## src/rtl/core/bbr_pkg.sv

```systemverilog
`timescale 1ns / 1ps
package bbr_pkg;

	localparam int MQ_DEPTH = 4;
	localparam int OQ_DEPTH = 4;
	localparam int MQ_CNT_W = $clog2(MQ_DEPTH + 1);
	localparam int OQ_CNT_W = $clog2(OQ_DEPTH + 1);
	localparam int RECIP_SHIFT = 18;
	localparam int RECIP_W = 18;
	localparam int COL_SUM_W = 10;
	localparam int SUM_W = 12;
	localparam int X_W = 13;
	localparam int PROD_W = X_W + RECIP_W;

	typedef logic [2:0][7:0] pix_t;

	typedef struct packed {
		logic [2:0] row_ok;
		logic [2:0] col_ok;
		logic [2:0] fwd_m;
		logic [2:0] fwd_r;
		logic [1:0] bank;
		logic [3:0] cnt;
		logic last;
		pix_t pix;
	} desc_t;

	typedef struct packed {
		desc_t desc;
		pix_t [2:0] col_m;
		pix_t [2:0] col_r;
	} mq_entry_t;

	typedef struct packed {
		pix_t rgb;
		logic last;
	} out_t;

	function automatic logic [3:0] blur_count(input logic [2:0] row_ok, input logic [2:0] col_ok);
		logic [1:0] nr;
		logic [1:0] nc;
		logic [3:0] p;
		nr = 2'(row_ok[0]) + 2'(row_ok[1]) + 2'(row_ok[2]);
		nc = 2'(col_ok[0]) + 2'(col_ok[1]) + 2'(col_ok[2]);
		p = {2'b00, nr} * {2'b00, nc};
		if (p == 4'd0) begin
			p = 4'd1;
		end
		return p;
	endfunction

	// Rounded-up reciprocal of twice the count, scaled by two to the eighteenth.
	function automatic logic [RECIP_W-1:0] blur_recip(input logic [3:0] cnt);
		logic [RECIP_W-1:0] r;
		unique case (cnt)
			4'd1: r = 18'd131072;
			4'd2: r = 18'd65536;
			4'd3: r = 18'd43691;
			4'd4: r = 18'd32768;
			4'd5: r = 18'd26215;
			4'd6: r = 18'd21846;
			4'd7: r = 18'd18725;
			4'd8: r = 18'd16384;
			4'd9: r = 18'd14564;
			default: r = 18'd131072;
		endcase
		return r;
	endfunction

endpackage

```

## src/rtl/core/bbr_back.sv

```systemverilog
`timescale 1ns / 1ps
module bbr_back (
	input  logic                         clk,
	input  logic                         arst_n,
	input  logic                         mq_empty,
	input  bbr_pkg::mq_entry_t           mq_data,
	output logic                         mq_pop,
	input  logic [bbr_pkg::OQ_CNT_W-1:0] oq_count,
	output logic                         oq_push,
	output bbr_pkg::out_t                oq_data
);
	import bbr_pkg::*;

	logic [2:0][1:0] bank_of;
	pix_t [2:0] pf, pm, pr, pl;
	logic [2:0][COL_SUM_W-1:0] sum_m, sum_r, sum_l;
	logic [2:0][X_W-1:0] x_c;
	pix_t [2:0] prev_q;
	logic [2:0][X_W-1:0] x_s1;
	logic [RECIP_W-1:0] recip_s1;
	logic last_s1, v_s1;
	logic [2:0][PROD_W-1:0] prod_s2;
	logic last_s2, v_s2;
	desc_t d;

	assign d = mq_data.desc;
	assign mq_pop = !mq_empty && ((32'(oq_count) + 32'(v_s1) + 32'(v_s2)) < OQ_DEPTH);

	always_comb begin
		bank_of[0] = (d.bank == 2'd0) ? 2'd2 : d.bank - 2'd1;
		bank_of[1] = d.bank;
		bank_of[2] = (d.bank == 2'd2) ? 2'd0 : d.bank + 2'd1;
		for (int i = 0; i < 3; i++) begin
			pf[i] = d.fwd_m[i] ? d.pix : mq_data.col_m[bank_of[i]];
			pm[i] = pf[i];
			pr[i] = d.fwd_r[i] ? d.pix : mq_data.col_r[bank_of[i]];
			pl[i] = prev_q[i];
			if (!(d.row_ok[i] && d.col_ok[1])) begin
				pm[i] = '0;
			end
			if (!(d.row_ok[i] && d.col_ok[2])) begin
				pr[i] = '0;
			end
			if (!(d.row_ok[i] && d.col_ok[0])) begin
				pl[i] = '0;
			end
		end
		for (int c = 0; c < 3; c++) begin
			sum_m[c] = COL_SUM_W'(pm[0][c]) + COL_SUM_W'(pm[1][c]) + COL_SUM_W'(pm[2][c]);
			sum_r[c] = COL_SUM_W'(pr[0][c]) + COL_SUM_W'(pr[1][c]) + COL_SUM_W'(pr[2][c]);
			sum_l[c] = COL_SUM_W'(pl[0][c]) + COL_SUM_W'(pl[1][c]) + COL_SUM_W'(pl[2][c]);
			x_c[c] = {SUM_W'(sum_l[c]) + SUM_W'(sum_m[c]) + SUM_W'(sum_r[c]), 1'b0}
				+ X_W'(d.cnt);
		end
	end

	always_ff @(posedge clk) begin
		if (mq_pop) begin
			prev_q <= pf;
			x_s1 <= x_c;
			recip_s1 <= blur_recip(d.cnt);
			last_s1 <= d.last;
		end
		if (v_s1) begin
			for (int c = 0; c < 3; c++) begin
				prod_s2[c] <= {{RECIP_W{1'b0}}, x_s1[c]} * {{X_W{1'b0}}, recip_s1};
			end
			last_s2 <= last_s1;
		end
	end

	always_ff @(posedge clk or negedge arst_n) begin
		if (!arst_n) begin
			v_s1 <= 1'b0;
			v_s2 <= 1'b0;
		end else begin
			v_s1 <= mq_pop;
			v_s2 <= v_s1;
		end
	end

	assign oq_push = v_s2;
	always_comb begin
		for (int c = 0; c < 3; c++) begin
			oq_data.rgb[c] = prod_s2[c][RECIP_SHIFT +: 8];
		end
		oq_data.last = last_s2;
	end
endmodule
```

## config.mk

```make
export PLATFORM = sky130hd
export DESIGN_NAME = bbr_back
export DESIGN_NICKNAME = d
export VERILOG_FILES = /design/src/rtl/core/bbr_pkg.sv /design/src/rtl/core/bbr_back.sv
export SDC_FILE = /design/constraint.sdc
export NUM_CORES = 2
export LEC_CHECK = 0
export BUFFER_PORTS_ARGS = -buffer_cell sky130_fd_sc_hd__buf_2
export CAP_MARGIN = 30
export CORE_MARGIN = 3
export CORE_UTILIZATION = 40
export CTS_BUF_LIST = sky130_fd_sc_hd__clkbuf_16
export DETAILED_ROUTE_END_ITERATION = 10
export HOLD_SLACK_MARGIN = 0.1
export SYNTH_ARGS = -nofsm -noshare
export SYNTH_HDL_FRONTEND = slang
export SYNTH_SLANG_ARGS = --single-unit
```

## constraint.sdc

```tcl
create_clock -name clk -period 30.6 [get_ports clk]
set_clock_uncertainty 0.15 [all_clocks]
set_input_delay 3.06 -clock clk [delete_from_list [all_inputs] [get_ports clk]]
set_output_delay 3.06 -clock clk [all_outputs]
set_load 0.02 [all_outputs]
```

# Word level (Yosys, flattened, before mapping)
# Memory sizes are Yosys's and may differ from the RTL's. A register that Yosys moved wholly into a read port is not among the register bits.
# Cells that the tools add are included.
# totals
rom_bits	288
ff_bits	193
elab_cells	100
memories	1
# classes
n_lt_le_gt_ge	4
multipliers	3
muxes	29
eq_ne	1
addsub	31
n_reduce_logical	12
# memory_table
name	words	width	rd	rd_ports_with_merged_regs	write_ports	line_no	text
(name not given)	16	18	1	1	0	bbr_pkg.sv:55	unique case (cnt)
# ops
op	n
2-to-1 mux 24 bit	21
binary-select mux 24 bit (select 2 bit)	6
adder 9 x 8 -> 10 bit	9
adder 8 x 8 -> 9 bit	9
multiplier 13 x 18 -> 26 bit	3
adder 13 x 4 -> 13 bit	3
adder 11 x 10 -> 12 bit	3
adder 10 x 10 -> 11 bit	3
logical AND 1 bit	10
less-than comparator 2 x 3 -> 1 bit (second input constant)	3
adder 4 x 1 -> 5 bit	1
less-than comparator 5 x 3 -> 1 bit (second input constant)	1
adder 3 x 1 -> 4 bit	1
2-to-1 mux 2 bit	2
adder 2 x 1 -> 2 bit (second input constant)	1
equality test 2 bit (second input constant)	1
zero test 2 bit	1
subtractor 2 x 1 -> 2 bit (second input constant)	1
zero test 1 bit	1

# Logic depth before layout (Yosys ltp)
# logic_depth
ltp_word	11
mapped_depth	31
mapped_depth_nobuf	26

# Worst setup path before layout
# OpenSTA, ideal clock, no wires.
# synth_timing
path_type	input to output
startpoint	input oq_count[0] (netlist name)
endpoint	output mq_pop
required_ns	27.390
path_slack_ns	14.032
arrival_ns	13.358
n_path_buf	0
stages	3
path_cell_list	ha_1 > a21o_1 > a211oi_1
# synth_via
elab_chain_len	4
# synth_rtl
element	line_no	text
start: declaration	bbr_back.sv:8	input logic [bbr_pkg::OQ_CNT_W-1:0] oq_count,
adder 3 x 1 -> 4 bit	bbr_back.sv:27	assign mq_pop = !mq_empty && ((32'(oq_count) + 32'(v_s1) + 32'(v_s2)) < OQ_DEPTH);
adder 4 x 1 -> 5 bit	bbr_back.sv:27	
less-than comparator 5 x 3 -> 1 bit	bbr_back.sv:27	
logical AND 1 bit	bbr_back.sv:27	
end: declaration	bbr_back.sv:7	output logic mq_pop,
# Every way passes these cells.

==> metrics.md <==
| Metric | Value |
|---|---|
| Worst reg2reg path endpoint | `oq_data[22]$_DFFE_PP_` |
| Routed vias/inst | `approximately 5.3` |
| Endpoints failing setup | `0` |
| Number of DRC markers in iteration 0 | `between 1,500 and 2,000` |
| Startpoint of the lowest-slack register-to-register path | `recip_s1[12]$_DFFE_PP_` |
| Worst slew pin tran | `~1.0 ns` |
| Post-route minimum period | `~9.9 ns` |
| Cells after synthesis | `about 3,700` |
| Die height | `about 300 um` |
| Critical path data arrival time | `~10 ns` |
| Sink count of the clock tree | `approximately 160` |
| TritonCTS clock tree | `yes` |
| Area of the mapped netlist | `34,400 um^2` |
| Worst Setup End Kind | `flop` |
| Path depth of the worst reg2reg path | `18` |
| Worst Hold Endpoint | `last_s2$_DFFE_PP_` |
| Share of synthesized flip-flops with an asynchronous set or reset | `around 1.3%` |
| Number of design rule violations left after detail routing | `0` |
| Endpoints failing hold | `0` |
| Slew Viols, Final | `0` |
| Worst Path Class, Setup | `primary input to flop` |
| Global-route usage over all layers | `approximately 22%` |
| Clk Latency, worst-skew pair | `about 0.46 ns` |
| Number of maximum-capacitance violations | `0` |
| Final HPWL DP | `approximately 72,000 um` |
| Fraction of final layout cells sized beyond drive strength 1 | `10.9%` |
| Outcome | `complete, no violations` |
| Average cell area after synthesis | `roughly 9.4 um^2` |
| Commonest register cell after synthesis | `edfxtp_1` |
| Clock-pin slew on the worst setup and hold paths | `0.07 ns` |
| Number of CTS-inserted buffers | `17` |
| Nets | `around 4,800` |
| Effective utilization at floorplan | `about two fifths` |
| Worst Hold Class | `flop to flop` |
| Routed WL | `~95,000 um` |
| Via count of the first global-routing pass | `around 28,000` |
| Category of the worst setup path launch point | `primary input` |
| Number of cells on the worst hold path | `0` |
| Synth warn | `0` |
| Number of optimization iterations in the first detailed-route pass | `6` |
| Buffer levels on the longest clock path | `2` |
| Overall die width | `299 um` |
| Resized Gates After CTS | `0` |
| Worst-path maximum fanout | `53` |
| Initial antenna violation count | `6` |
| Avg WL per Cell | `roughly 19 um` |
| Setup repair bufs after CTS | `0` |
| H-tree depth | `4` |
| Total negative slack for setup checks | `0 ns` |
| Overall via count from detail_route | `roughly 26,000` |
| Global-route wire length before repair | `roughly 150,000 um` |
| Sequential-to-total area share from yosys stat | `~14%` |
| Floorplan die area | `89,500 um^2` |
| Maximum clock frequency | `about 100 MHz` |
| Launch point of the worst hold path | `last_s1$_DFFE_PP_` |
| Post-synth EDFFs | `between 150 and 200` |
| Syn-to-layout area delta | `7.68%` |
| Required arrival time at the worst endpoint | `roughly 30 ns` |
| Post-CTS Hold Fix Bufs | `0` |
| Fillers | `roughly 8,400` |
| DRT antenna net count | `0` |
| Final Cycle Share | `32.4%` |
| Post-synthesis sequential element count | `about 160` |
| Net count of the mapped netlist | `approximately 4,700` |
| Number of rows in the core area | `106` |
| Maximum number of pins on one net before global-route repair | `between 60 and 70` |
| I/O pin cnt | `220` |
| Register area | `4650 um^2` |
| Unrepaired setup endpoints after global routing | `false` |
| Core Region | `about 84,000 um^2` |
| Footprint of the multi-input gates | `~26,000 um^2` |
| Final GP Congestion | `approximately 0.91` |
| Reg-to-reg slack, setup | `24.40 ns` |
| Max transition margin | `a little under a third` |
| Post-Route Utilization | `43.9%` |
| Highest-count cells in the layout ignoring fill and taps | `inv_1, fa_1, nand2_1` |
| Count of buffers inserted at the top-level ports | `about 220` |
| Aggregate global routing overflow | `0` |
| Clock root buffer master | `clkbuf_16` |
| Number of distinct library cells after synthesis | `63` |
| Most common cell after layout, fill and taps aside | `inv_1` |
## critical path, cell delays in order
cell and delay (ns):
buf_2 0.07, buf_4 0.65, inv_1 0.20, ha_2 0.37, buf_4 0.57, nor2_4 0.26, buf_4 0.34, a221oi_1 0.32
a21oi_1 0.08, and3_1 0.24, fa_1 0.50, fa_1 0.45, fa_1 0.50, inv_1 0.05, fa_1 0.53, inv_1 0.06
ha_1 0.26, a21o_1 0.20, a211oi_1 0.30, o21bai_1 0.13, xor2_1 0.26, and4_1 0.28, nand3_1 0.10, xor2_1 0.16
## sequential cells by signal, summed over array words and instances (netlist names)
register / cells
last_s1: 1
last_s2: 1
oq_data: 24
oq_push: 1
prev_q: 72
recip_s1: 18
v_s1: 1
x_s1: 37
## cell type report
class                      count  share of cell area [%]
antenna                        2                  0.0135
inverter                     709                    7.19
clock inverter                15                   0.355
clock buffer                  17                    1.15
sequential                   155                    12.5
timing repair buffer         263                    4.07
tap                         1134                    3.83
multi-input combinational   2584                    70.8
## metal layers
layer	GRT usage [%]	up-vias	wire length, um
met5	0	-	0
met1	28.8	13400	39300
met3	2.86	122	6170
met4	5.41	0	1950
met2	38.3	891	47600
li1	-	11600	-
## stage by stage
step                      worst slack, ns  hold WS, ns  area [um^2]  std cells
after floorplan                     14.03        0.250        34400       3676
after global placement              20.39        0.253        36300       4839
after detailed placement            20.28        0.281        36400       4844
after CTS                           20.79        0.296        37000       4876
after global routing                20.31        0.306        37000       4878
final                               20.69        0.287        37000       4879
## cell usage after synthesis, drive strengths merged, types with 47 or more instances
cell    instances  area, um^2
a21oi         159         803
clkbuf        199         747
o21ai          50         254
edfxtp        153        4590
and2          214        1340
ha            211        2640
a211oi         50         393
mux2i          51         510
fa            666       13300
a221oi         93         815
mux2           93        1050
xnor2          60         526
nor2          116         435
inv           709        2660
nor2b          54         338
and3           47         294
nand2         528        1980
## kinds of logic after synthesis
family,share of synthesized area (%)
adder cells (fa/ha/maj),46.5
AND/OR/NAND/NOR,14.0
multiplexers,4.53
flip-flops,13.5
buffers and inverters,10.3
XOR/XNOR,2.55
AO/OA/AOI/OAI,8.67
## worst max path at each step
stage,slack [ns],start,endpoint
2_1_floorplan,14.03,oq_count[0],mq_pop
3_3_place_gp,20.39,mq_data[174],x_s1[24]$_DFFE_PP_
3_5_place_dp,20.28,mq_data[174],x_s1[24]$_DFFE_PP_
4_1_cts,20.79,mq_data[174],x_s1[24]$_DFFE_PP_
5_1_grt,20.31,mq_data[174],x_s1[24]$_DFFE_PP_
6_report,20.69,mq_data[174],x_s1[24]$_DFFE_PP_
Power is not shown: default switching activity piles up to over one toggle a cycle in this logic, so the estimate is an artifact.
