===== src/rtl/core/bbr_fifo.sv =====
`timescale 1ns / 1ps
module bbr_fifo #(
	parameter int WIDTH = 8,
	parameter int DEPTH = 4
) (
	input  logic                       clk,
	input  logic                       arst_n,
	input  logic                       push,
	input  logic [WIDTH-1:0]           wdata,
	input  logic                       pop,
	output logic [WIDTH-1:0]           rdata,
	output logic [$clog2(DEPTH+1)-1:0] count,
	output logic                       empty
);
	localparam int PW = $clog2(DEPTH);

	logic [WIDTH-1:0] slot_q [DEPTH];
	logic [PW-1:0] wr_q;
	logic [PW-1:0] rd_q;
	logic [$clog2(DEPTH+1)-1:0] count_q;
	logic do_pop;

	assign empty = (count_q == '0);
	assign count = count_q;
	assign rdata = slot_q[rd_q];
	assign do_pop = pop && !empty;

	always_ff @(posedge clk) begin
		if (push) begin
			slot_q[wr_q] <= wdata;
		end
	end

	always_ff @(posedge clk or negedge arst_n) begin
		if (!arst_n) begin
			wr_q <= '0;
			rd_q <= '0;
			count_q <= '0;
		end else begin
			if (push) begin
				wr_q <= (32'(wr_q) == DEPTH - 1) ? '0 : wr_q + 1'b1;
			end
			if (do_pop) begin
				rd_q <= (32'(rd_q) == DEPTH - 1) ? '0 : rd_q + 1'b1;
			end
			if (push && !do_pop) begin
				count_q <= count_q + 1'b1;
			end else if (do_pop && !push) begin
				count_q <= count_q - 1'b1;
			end
		end
	end
endmodule


===== config.mk =====
export PLATFORM = sky130hd
export DESIGN_NAME = bbr_fifo
export DESIGN_NICKNAME = d
export VERILOG_FILES = /design/src/rtl/core/bbr_fifo.sv
export SDC_FILE = /design/constraint.sdc
export NUM_CORES = 1
export LEC_CHECK = 0
export BUFFER_PORTS_ARGS = -buffer_cell sky130_fd_sc_hd__buf_2
export CORE_MARGIN = 4
export CORE_UTILIZATION = 45
export CTS_CLUSTER_SIZE = 24
export DETAILED_ROUTE_END_ITERATION = 7
export GPL_TIMING_DRIVEN = 0
export PLACE_DENSITY = 0.75
export SLEW_MARGIN = 20
export SYNTH_ARGS = -nofsm -noshare
export SYNTH_HDL_FRONTEND = slang
export SYNTH_SLANG_ARGS = --single-unit

===== constraint.sdc =====
create_clock -name clk -period 4.68 [get_ports clk]
set_input_delay 0.468 -clock clk [delete_from_list [all_inputs] [get_ports clk]]
set_output_delay 0.468 -clock clk [all_outputs]
set_load 0.01 [all_outputs]

Word-level counts from Yosys, hierarchy flattened

Memory sizes are Yosys's and may differ from the RTL's.
Cells that the tools add are included.

Bits in writable memories: 32
Register bits: 7
Input bits: 12
Memories kept: 1
Word-level logic and storage cells: 24

Memories:

| name   | words | width | rd ports | clocked after memory_dff | write ports | RTL line | source |
|---|---|---|---|---|---|---|---|
| slot_q | 4     | 8     | 1        | 0                        | 1           | 17       | `logic [WIDTH-1:0] slot_q [DEPTH];` |

Multiplexer cells: 6
Add/subtract/negate cells: 4
Reductions and logical operators: 8
Equality and inequality tests: 2

Operator list:

| operator                                          | number |
|---|---|
| two-way mux 3 bit                                 | 2 |
| adder 2 x 1 -> 2 bit (second input constant)      | 2 |
| == test 2 bit (second input constant)             | 2 |
| two-way mux 2 bit                                 | 2 |
| adder 3 x 1 -> 3 bit (second input constant)      | 1 |
| logical AND 1 bit                                 | 3 |
| zero test 1 bit                                   | 3 |
| zero test 3 bit                                   | 1 |
| subtractor 3 x 1 -> 3 bit (second input constant) | 1 |
| two-way mux 1 bit                                 | 2 |
| nonzero test 2 bit                                | 1 |

Depth between registers and ports, before layout

Gate-level depths: netlist (run 1).

Depth after elaboration: 6
Mapped depth: 7

Worst setup path before layout (run 1)

No wires, ideal clock.

Path kind: register to register
Start point: register count_q[1] (netlist: count[1])
End point: register count_q[2] (netlist: count[2])
Slack: 2.798 ns
Cell stages (with the launch flop): 8
Path buffers: 0
Arrival time: 1.802 ns
Cell sequence: dfrtp_1 o31ai_4 ha_1 inv_1 fa_1 xor2_1 nor2_1 xor2_1

Cells in the longest elaborated chain, start to end: 6
Elaborated cells on any way between the ends: 11
Classes of those cells: 2 x add/sub; 2 x mux; 7 x reduce/logical

RTL lines:

| item                                                                              | RTL line | source |
|---|---|---|
| start, declared                                                                   | 20       | `logic [$clog2(DEPTH+1)-1:0] count_q;` |
| start signal, assigned                                                            | 47       | `count_q <= count_q + 1'b1;` |
| start signal, assigned                                                            | 49       | `count_q <= count_q - 1'b1;` |
| parallel branches: the longest is 6 deep, another holds subtractor 3 x 1 -> 3 bit | n/a      |  |

Parallel ways; which one is timed is not known. The select of a mux whose other input is x is not followed.
A chain may end at the register's enable or synchronous reset.

Worst setup path after layout (run 1)

Ends and elaborated chain as after synthesis.

==> impl_metrics.json, run 1 <==
{
  "comb_power_share_pct": 35.5,
  "htreeDepth": 2,
  "ys_seq_elements": 39,
  "hp-class": "primary input to flop",
  "fin_ws_ps": 2625,
  "r2r-end": "count[2]",
  "pwr-share-seq_pct": 49.4,
  "path_max_fanout": 5,
  "fp.dieArea_um2": 4527,
  "layout-area-overhead-vs-synth_pct": 14.48,
  "min_from": "wdata[4]",
  "grt_util_met1_pct": 13.86,
  "dp_hpwl_um": 1725,
  "final_antenna_net_count": 0,
  "busiest_layer": "met2",
  "cts_buffer_depth": 2,
  "critPathRequiredTime_ps": 4940,
  "antenna_found_initial": 0,
  "ys_types": 19,
  "rows": 21,
  "grt_pass1_wl_um": 3891,
  "period_share_pct": 43.90,
  "worst_pin_slew_ps": 436.3,
  "cts_tree": "built",
  "min_period_ps": 2055,
  "netlist_instances": 78,
  "cts_root_buf": "clkbuf_4",
  "final_core_util_pct": 53.83,
  "netSwitchingFraction_pct": 32.15,
  "synth-compound-area-share_pct": 2.532,
  "post_cts_buffers": 0,
  "post_drt_wl_per_cell_um": 15.95,
  "cp-start-kind": "flop",
  "grt_max_degree": 12,
  "yosysTopAreaCell": "edfxtp_1",
  "slew_violations": 0,
  "end_kind": "flop",
  "drive_gt1_share_pct": 39.45,
  "worst_setup_hold_path_clk_slew_ps": 110,
  "cap_violations": 0,
  "grt_overflow": 0,
  "critPathKind": "flop to flop",
  "vias": 780,
  "portBuffers": 23,
  "place_ws_ps": 2672,
  "slowest_stage": "dfrtp_1",
  "r2r-start": "count[1]",
  "hold_depth": 1,
  "setup_viol": 0,
  "yosys_warnings": 0,
  "grt_use_total_pct": 12.53,
  "multi_input_area_um2": 417.9,
  "worst-path-buf-inv": 1,
  "netlist.area_leader.share_pct": 60.76,
  "hold_viol": 0,
  "critPathMaxStageDelay_ps": 490,
  "viasPerCell": 5.032,
  "nets": 128,
  "fillers": 293,
  "slew_headroom_pct": 70.91,
  "layout_commonest_cell": "edfxtp_1",
  "fin_skew_ps": 2.305,
  "timing.hold.ws_ps": 339.7,
  "syn_nets": 97,
  "cts_made_buffers": 5,
  "die_h_um": 67.29,
  "rrSetupSlack_ps": 2630,
  "drc": 0,
  "use_met3_pct": 5.491,
  "avgSynthCellArea_um2": 20.28,
  "crit_top_cell": "xor2_1",
  "p_int_mw": 0.6950,
  "peakVddDrop_mv": 0.2534,
  "outcome": "completed",
  "finalSetupTns_ps": 0,
  "synth_area_leaders": "edfxtp_1 61%, mux4_2 11%, dfrtp_1 11%",
  "clkPwrFrac_pct": 15.0,
  "grtUsageMet2_pct": 20.98,
  "io_pins": 24,
  "wl_um": 2472,
  "power_switching_mw": 0.3293,
  "start_util_pct": 47.02,
  "synthXorXnorAreaFrac_pct": 1.661,
  "synthMuxAreaShare_pct": 13.05,
  "cts_num_sinks": 39,
  "hold_buffers": 1,
  "timing.fmax_mhz": 486.7,
  "drtPass1Iterations": 3,
  "grt_pass1_vias": 836,
  "syn_area_um2": 1582,
  "synthSimpleGateAreaFrac_pct": 3.165,
  "layout_common_cells": "32 x edfxtp_1, 23 x buf_2, 8 x mux4_2",
  "path_delay_family": "adder cells",
  "hold_end": "slot_q[3][4]",
  "synth-adder-area-share_pct": 6.013,
  "regArea_um2": 1136,
  "path_cells": "o31ai_4 -> ha_1 -> inv_1 -> fa_1 -> xor2_1 -> nor2_1 -> xor2_1",
  "ctsResizeCount": 0,
  "n_antenna_cell": 0,
  "clk_latency_ps": 330,
  "globalplace.congestion": 0.6572,
  "core-area_um2": 3363,
  "seq_area_frac_synth_pct": 71.84,
  "finalPower_mw": 1.024,
  "crit_arrival_ps": 2320,
  "die-width_um": 67.29,
  "powerDensity_nw_per_um2": 565.7,
  "worstRegToRegCells": 7,
  "rsz0062_at_grt": "no",
  "synth_top_family_by_area": "multiplexers",
  "drt_iter0_markers": 40,
  "power.leakage_nw": 0.6859
}
==> cell type report <==
| class | instances | share of cell area (%) |
|---|---|---|
| buffer | 2 | 0.8984 |
| clock inverter | 2 | 0.4838 |
| clock buffer | 5 | 2.073 |
| timing repair buffer | 24 | 6.911 |
| multi-input combinational | 34 | 23.08 |
| tap | 46 | 3.179 |
| sequential | 39 | 62.75 |
| inverter | 3 | 0.6220 |
==> metrics by stage <==
step	cells	area (um^2)
floorplan	78	1582
global placement	147	1754
detailed placement	147	1754
CTS	155	1810
global route	155	1810
finish	155	1810
==> state kept, by name, indices dropped and copies added, names as in the netlist <==
signal / cells
wr_q: 2
rd_q: 2
slot_q: 32
count: 3
==> synthesized netlist by cell type (all sizes together) <==
master  count
a21o        1
and2        4
buf         1
clkbuf      1
dfrtp       7
edfxtp     32
fa          1
ha          6
inv         3
mux2        2
mux4        8
nand2       2
nor2        2
nor3        2
o21ai       2
o31ai       1
xnor2       1
xor2        2
==> power groups by stage <==
stage | Clock, mW | Sequential [mW] | Combinational [mW]
finish | 0.154 | 0.506 | 0.364
floorplan | 0 | 0.510 | 0.250
detailed placement | 0 | 0.515 | 0.370
global placement | 0 | 0.507 | 0.356
global route | 0.175 | 0.516 | 0.401
CTS | 0.161 | 0.508 | 0.375
==> cell families (layout without fill, tap and decap cells) <==
logic type                 Yosys count  after routing
AOI/OAI and AO/OA                    4              4
xor gates and xnor gates             3              3
adders and majority gates            7              7
buffers and inverters                5             36
DFF                                 39             39
muxes                               10             10
and+or+nand+nor                     10             10
==> worst register-to-register path, stage by stage (launching register included) <==
cell and delay [ps]:
dfrtp_1 490, o31ai_4 370, ha_1 240, inv_1 70, fa_1 380, xor2_1 150, nor2_1 120, xor2_1 170
==> worst max path at each step <==
stage,from,cells past startpoint,end,slack [ps]
floorplan,count[1],7,count[2],2800
global placement,count[1],7,count[2],2740
detailed placement,count[1],7,count[2],2670
CTS,count[1],7,count[2],2600
global route,count[1],7,count[2],2500
finish,count[1],7,count[2],2630
==> per-layer routing <==
layer / up-vias / share of wire (%)
li1: 371 / -
met1: 380 / 41
met2: 22 / 51
met3: 7 / 6.6
met4: 0 / 1.9
met5: - / 0
(Power assumes the default switching activity.)
==> inputs of run 2 (changes only) <==
- ABC_AREA: not set -> 1
- PLACE_DENSITY: 0.75 -> 0.77
- clock period: 4.68 -> 1.65 ns (I/O delays scaled with it)
==> run 2 against run 1 <==
- total power rose to 3.4 times the previous value
- global-route usage decreased by 0.31 points
- clock power rose to 3.7 times the previous value
- largest power group is now combinational cells
==> impl_metrics.json, run 2 <==
{
  "fin_ws_ps": 38.26,
  "ys_types": 14,
  "hold_viol": 0,
  "portBuffers": 23,
  "slew_violations": 0,
  "cp-start-kind": "flop",
  "worst-path-buf-inv": 1,
  "critPathRequiredTime_ps": 1820,
  "final_antenna_net_count": 0,
  "cts_root_buf": "clkbuf_8",
  "globalplace.congestion": 0.7223,
  "drc": 0,
  "seq_area_frac_synth_pct": 65.65,
  "slowest_stage": "dfrtp_2",
  "cap_violations": 0,
  "worst_pin_slew_ps": 363.2,
  "drt_iter0_markers": 24,
  "p_int_mw": 2.233,
  "hp-class": "primary input to flop",
  "htreeDepth": 2,
  "netlist_instances": 148,
  "drtPass1Iterations": 4,
  "powerDensity_nw_per_um2": 1663,
  "layout-area-overhead-vs-synth_pct": 20.25,
  "nets": 205,
  "cts_num_sinks": 39,
  "netSwitchingFraction_pct": 35.44,
  "die_h_um": 70.01,
  "rsz0062_at_grt": "yes",
  "slew_headroom_pct": 75.76,
  "critPathKind": "flop to flop",
  "cts_buffer_depth": 2,
  "end_kind": "flop",
  "yosysTopAreaCell": "edfxtp_1",
  "synth_area_leaders": "edfxtp_1 56%, dfrtp_1 10%, nand2_1 9.3%",
  "antenna_found_initial": 0,
  "crit_arrival_ps": 1780,
  "synth.most_common_cell": "nand2_1",
  "synthArstFlopShare_pct": 17.95,
  "wl_um": 2874,
  "drive_gt1_share_pct": 27.27,
  "period_share_pct": 97.68,
  "top_register": "slot_q",
  "critPathMaxStageDelay_ps": 410,
  "syn_area_um2": 1730,
  "comb_power_share_pct": 43.4,
  "layout_commonest_cell": "nand2_1",
  "power.leakage_nw": 0.9343,
  "path_delay_family": "simple AND/OR/NAND/NOR gates",
  "cts_made_buffers": 5,
  "core-area_um2": 3689,
  "grt_max_degree": 12,
  "outcome": "completed",
  "fillers": 291,
  "viasPerCell": 4.672,
  "syn_nets": 167,
  "post_drt_wl_per_cell_um": 12.23,
  "vias": 1098,
  "grt_overflow": 0,
  "netlist.area_leader.share_pct": 55.53,
  "crit_top_cell": "nand2_1",
  "pwr-share-seq_pct": 40.0,
  "cts_tree": "built",
  "grt_pass1_vias": 1061,
  "largest_reg_flops": 32,
  "io_pins": 24,
  "finalPower_mw": 3.459,
  "setup_viol": 0,
  "avgSynthCellArea_um2": 11.69,
  "path_max_fanout": 3,
  "synthTopCellsByCount": "43 x nand2_1, 32 x edfxtp_1, 28 x inv_1, 15 x o211ai_1, 7 x dfrtp_1",
  "die-width_um": 70.01,
  "ys_seq_elements": 39,
  "dp_hpwl_um": 1956,
  "place_ws_ps": -98.90,
  "start_util_pct": 46.91,
  "worst_setup_hold_path_clk_slew_ps": 70,
  "rows": 22,
  "layout_common_cells": "40 x nand2_1, 32 x edfxtp_1, 25 x inv_1",
  "yosys_warnings": 0,
  "power_switching_mw": 1.226,
  "min_period_ps": 1612,
  "grt_pass1_wl_um": 4609,
  "regArea_um2": 1137,
  "fp.dieArea_um2": 4901,
  "final_core_util_pct": 56.41,
  "grt_use_total_pct": 12.22,
  "multi_input_area_um2": 460.4,
  "peakVddDrop_mv": 0.9001,
  "timing.fmax_mhz": 620.4,
  "synth_edf_count": 32,
  "fin_skew_ps": 5.775,
  "path_cells": "nor2_1 -> nand2_1 -> nand2_2 -> ha_4 -> inv_2 -> fa_2 -> nand2_2 -> nand3_2 -> nand2_1 -> nand2_1",
  "synth_ff_type": "edfxtp_1",
  "n_antenna_cell": 0,
  "clkPwrFrac_pct": 16.5,
  "clk_latency_ps": 280
}
[run 2: cell count changes in the layout (fill, tap and decap cells not counted), sizes merged, moves of 2 or more]
cell / delta
mux2: -2
mux4: -8
o211ai: +16
nor3: -2
nand2: +41
buf: +11
xor2: -2
nand3: +3
inv: +24
and2: -4
[run 2: through the flow]
step | cells | cell area, um^2 | hold WS (ps) | TNS, ps
after global routing | 235 | 2081 | 87.95 | -68.18
after global placement | 219 | 1912 | 7.571 | -109.2
after floorplan | 148 | 1737 | -130.6 | 0
final | 235 | 2081 | 101.0 | 0
after CTS | 231 | 2027 | 88.50 | 0
after detailed placement | 219 | 1912 | 9.109 | -159.8
[run 2: final cells by class]
cell class,instances,share of cell area (%)
Timing Repair Buffer,31,8.539
Multi-Input combinational cell,76,22.13
Sequential cell,39,54.66
Tap cell,48,2.886
Buffer,5,2.706
Clock inverter,2,0.3608
Clock buffer,6,3.488
Inverter,28,5.231
[run 2: final timing paths]
check                      startpoint           end  slack [ps]  cells after the start
max                          count[0]      count[2]          40                     10
min                          wdata[3]  slot_q[3][3]         100                      1
max reg2reg                  count[0]      count[2]          40                     10
min reg2reg                  count[2]      count[2]         530                      2
max in group asynchronous      arst_n      count[0]        1230                      2
min in group asynchronous      arst_n      count[1]         240                      2
[run 2: power by group through the flow]
stage	Sequential, mW	Combinational [mW]	Clock (mW)
2_1_floorplan	1.43	0.905	0
3_3_place_gp	1.42	1.31	0
3_5_place_dp	1.43	1.33	0
4_1_cts	1.38	1.43	0.584
5_1_grt	1.41	1.68	0.625
6_report	1.38	1.50	0.572
[run 2: logic make-up (layout without fill, tap and decap cells)]
kind of cell	after synthesis	after routing	share of synthesized area (%)
adder cells (fa/ha/maj)	7	7	5.495
flip-flops	39	39	65.65
XOR/XNOR	1	1	0.5062
AND/OR/NAND/NOR	50	50	11.21
AO/OA/AOI/OAI	18	18	7.809
buffers and inverters	33	72	9.327
[run 2: timing repair]
action / CTS / global route
endpoints found under the setup margin: 2 / 3
pin swaps: 1 / 7
setup buffers: 3 / 4
endpoints found under the hold margin: 7 / 0
resized for setup: 1 / 7
hold buffers: 1 / 0
[run 2: routing by layer]
layer  track usage, %  vias up  routed length (um)  share of wire [%]
met3            4.317        4                 109                3.8
met1            12.20      512                1130                 39
met5                0        -                   0                  0
met4            5.745        0                  36                1.3
li1                 -      568                   -                  -
met2            22.35       14                1596                 56
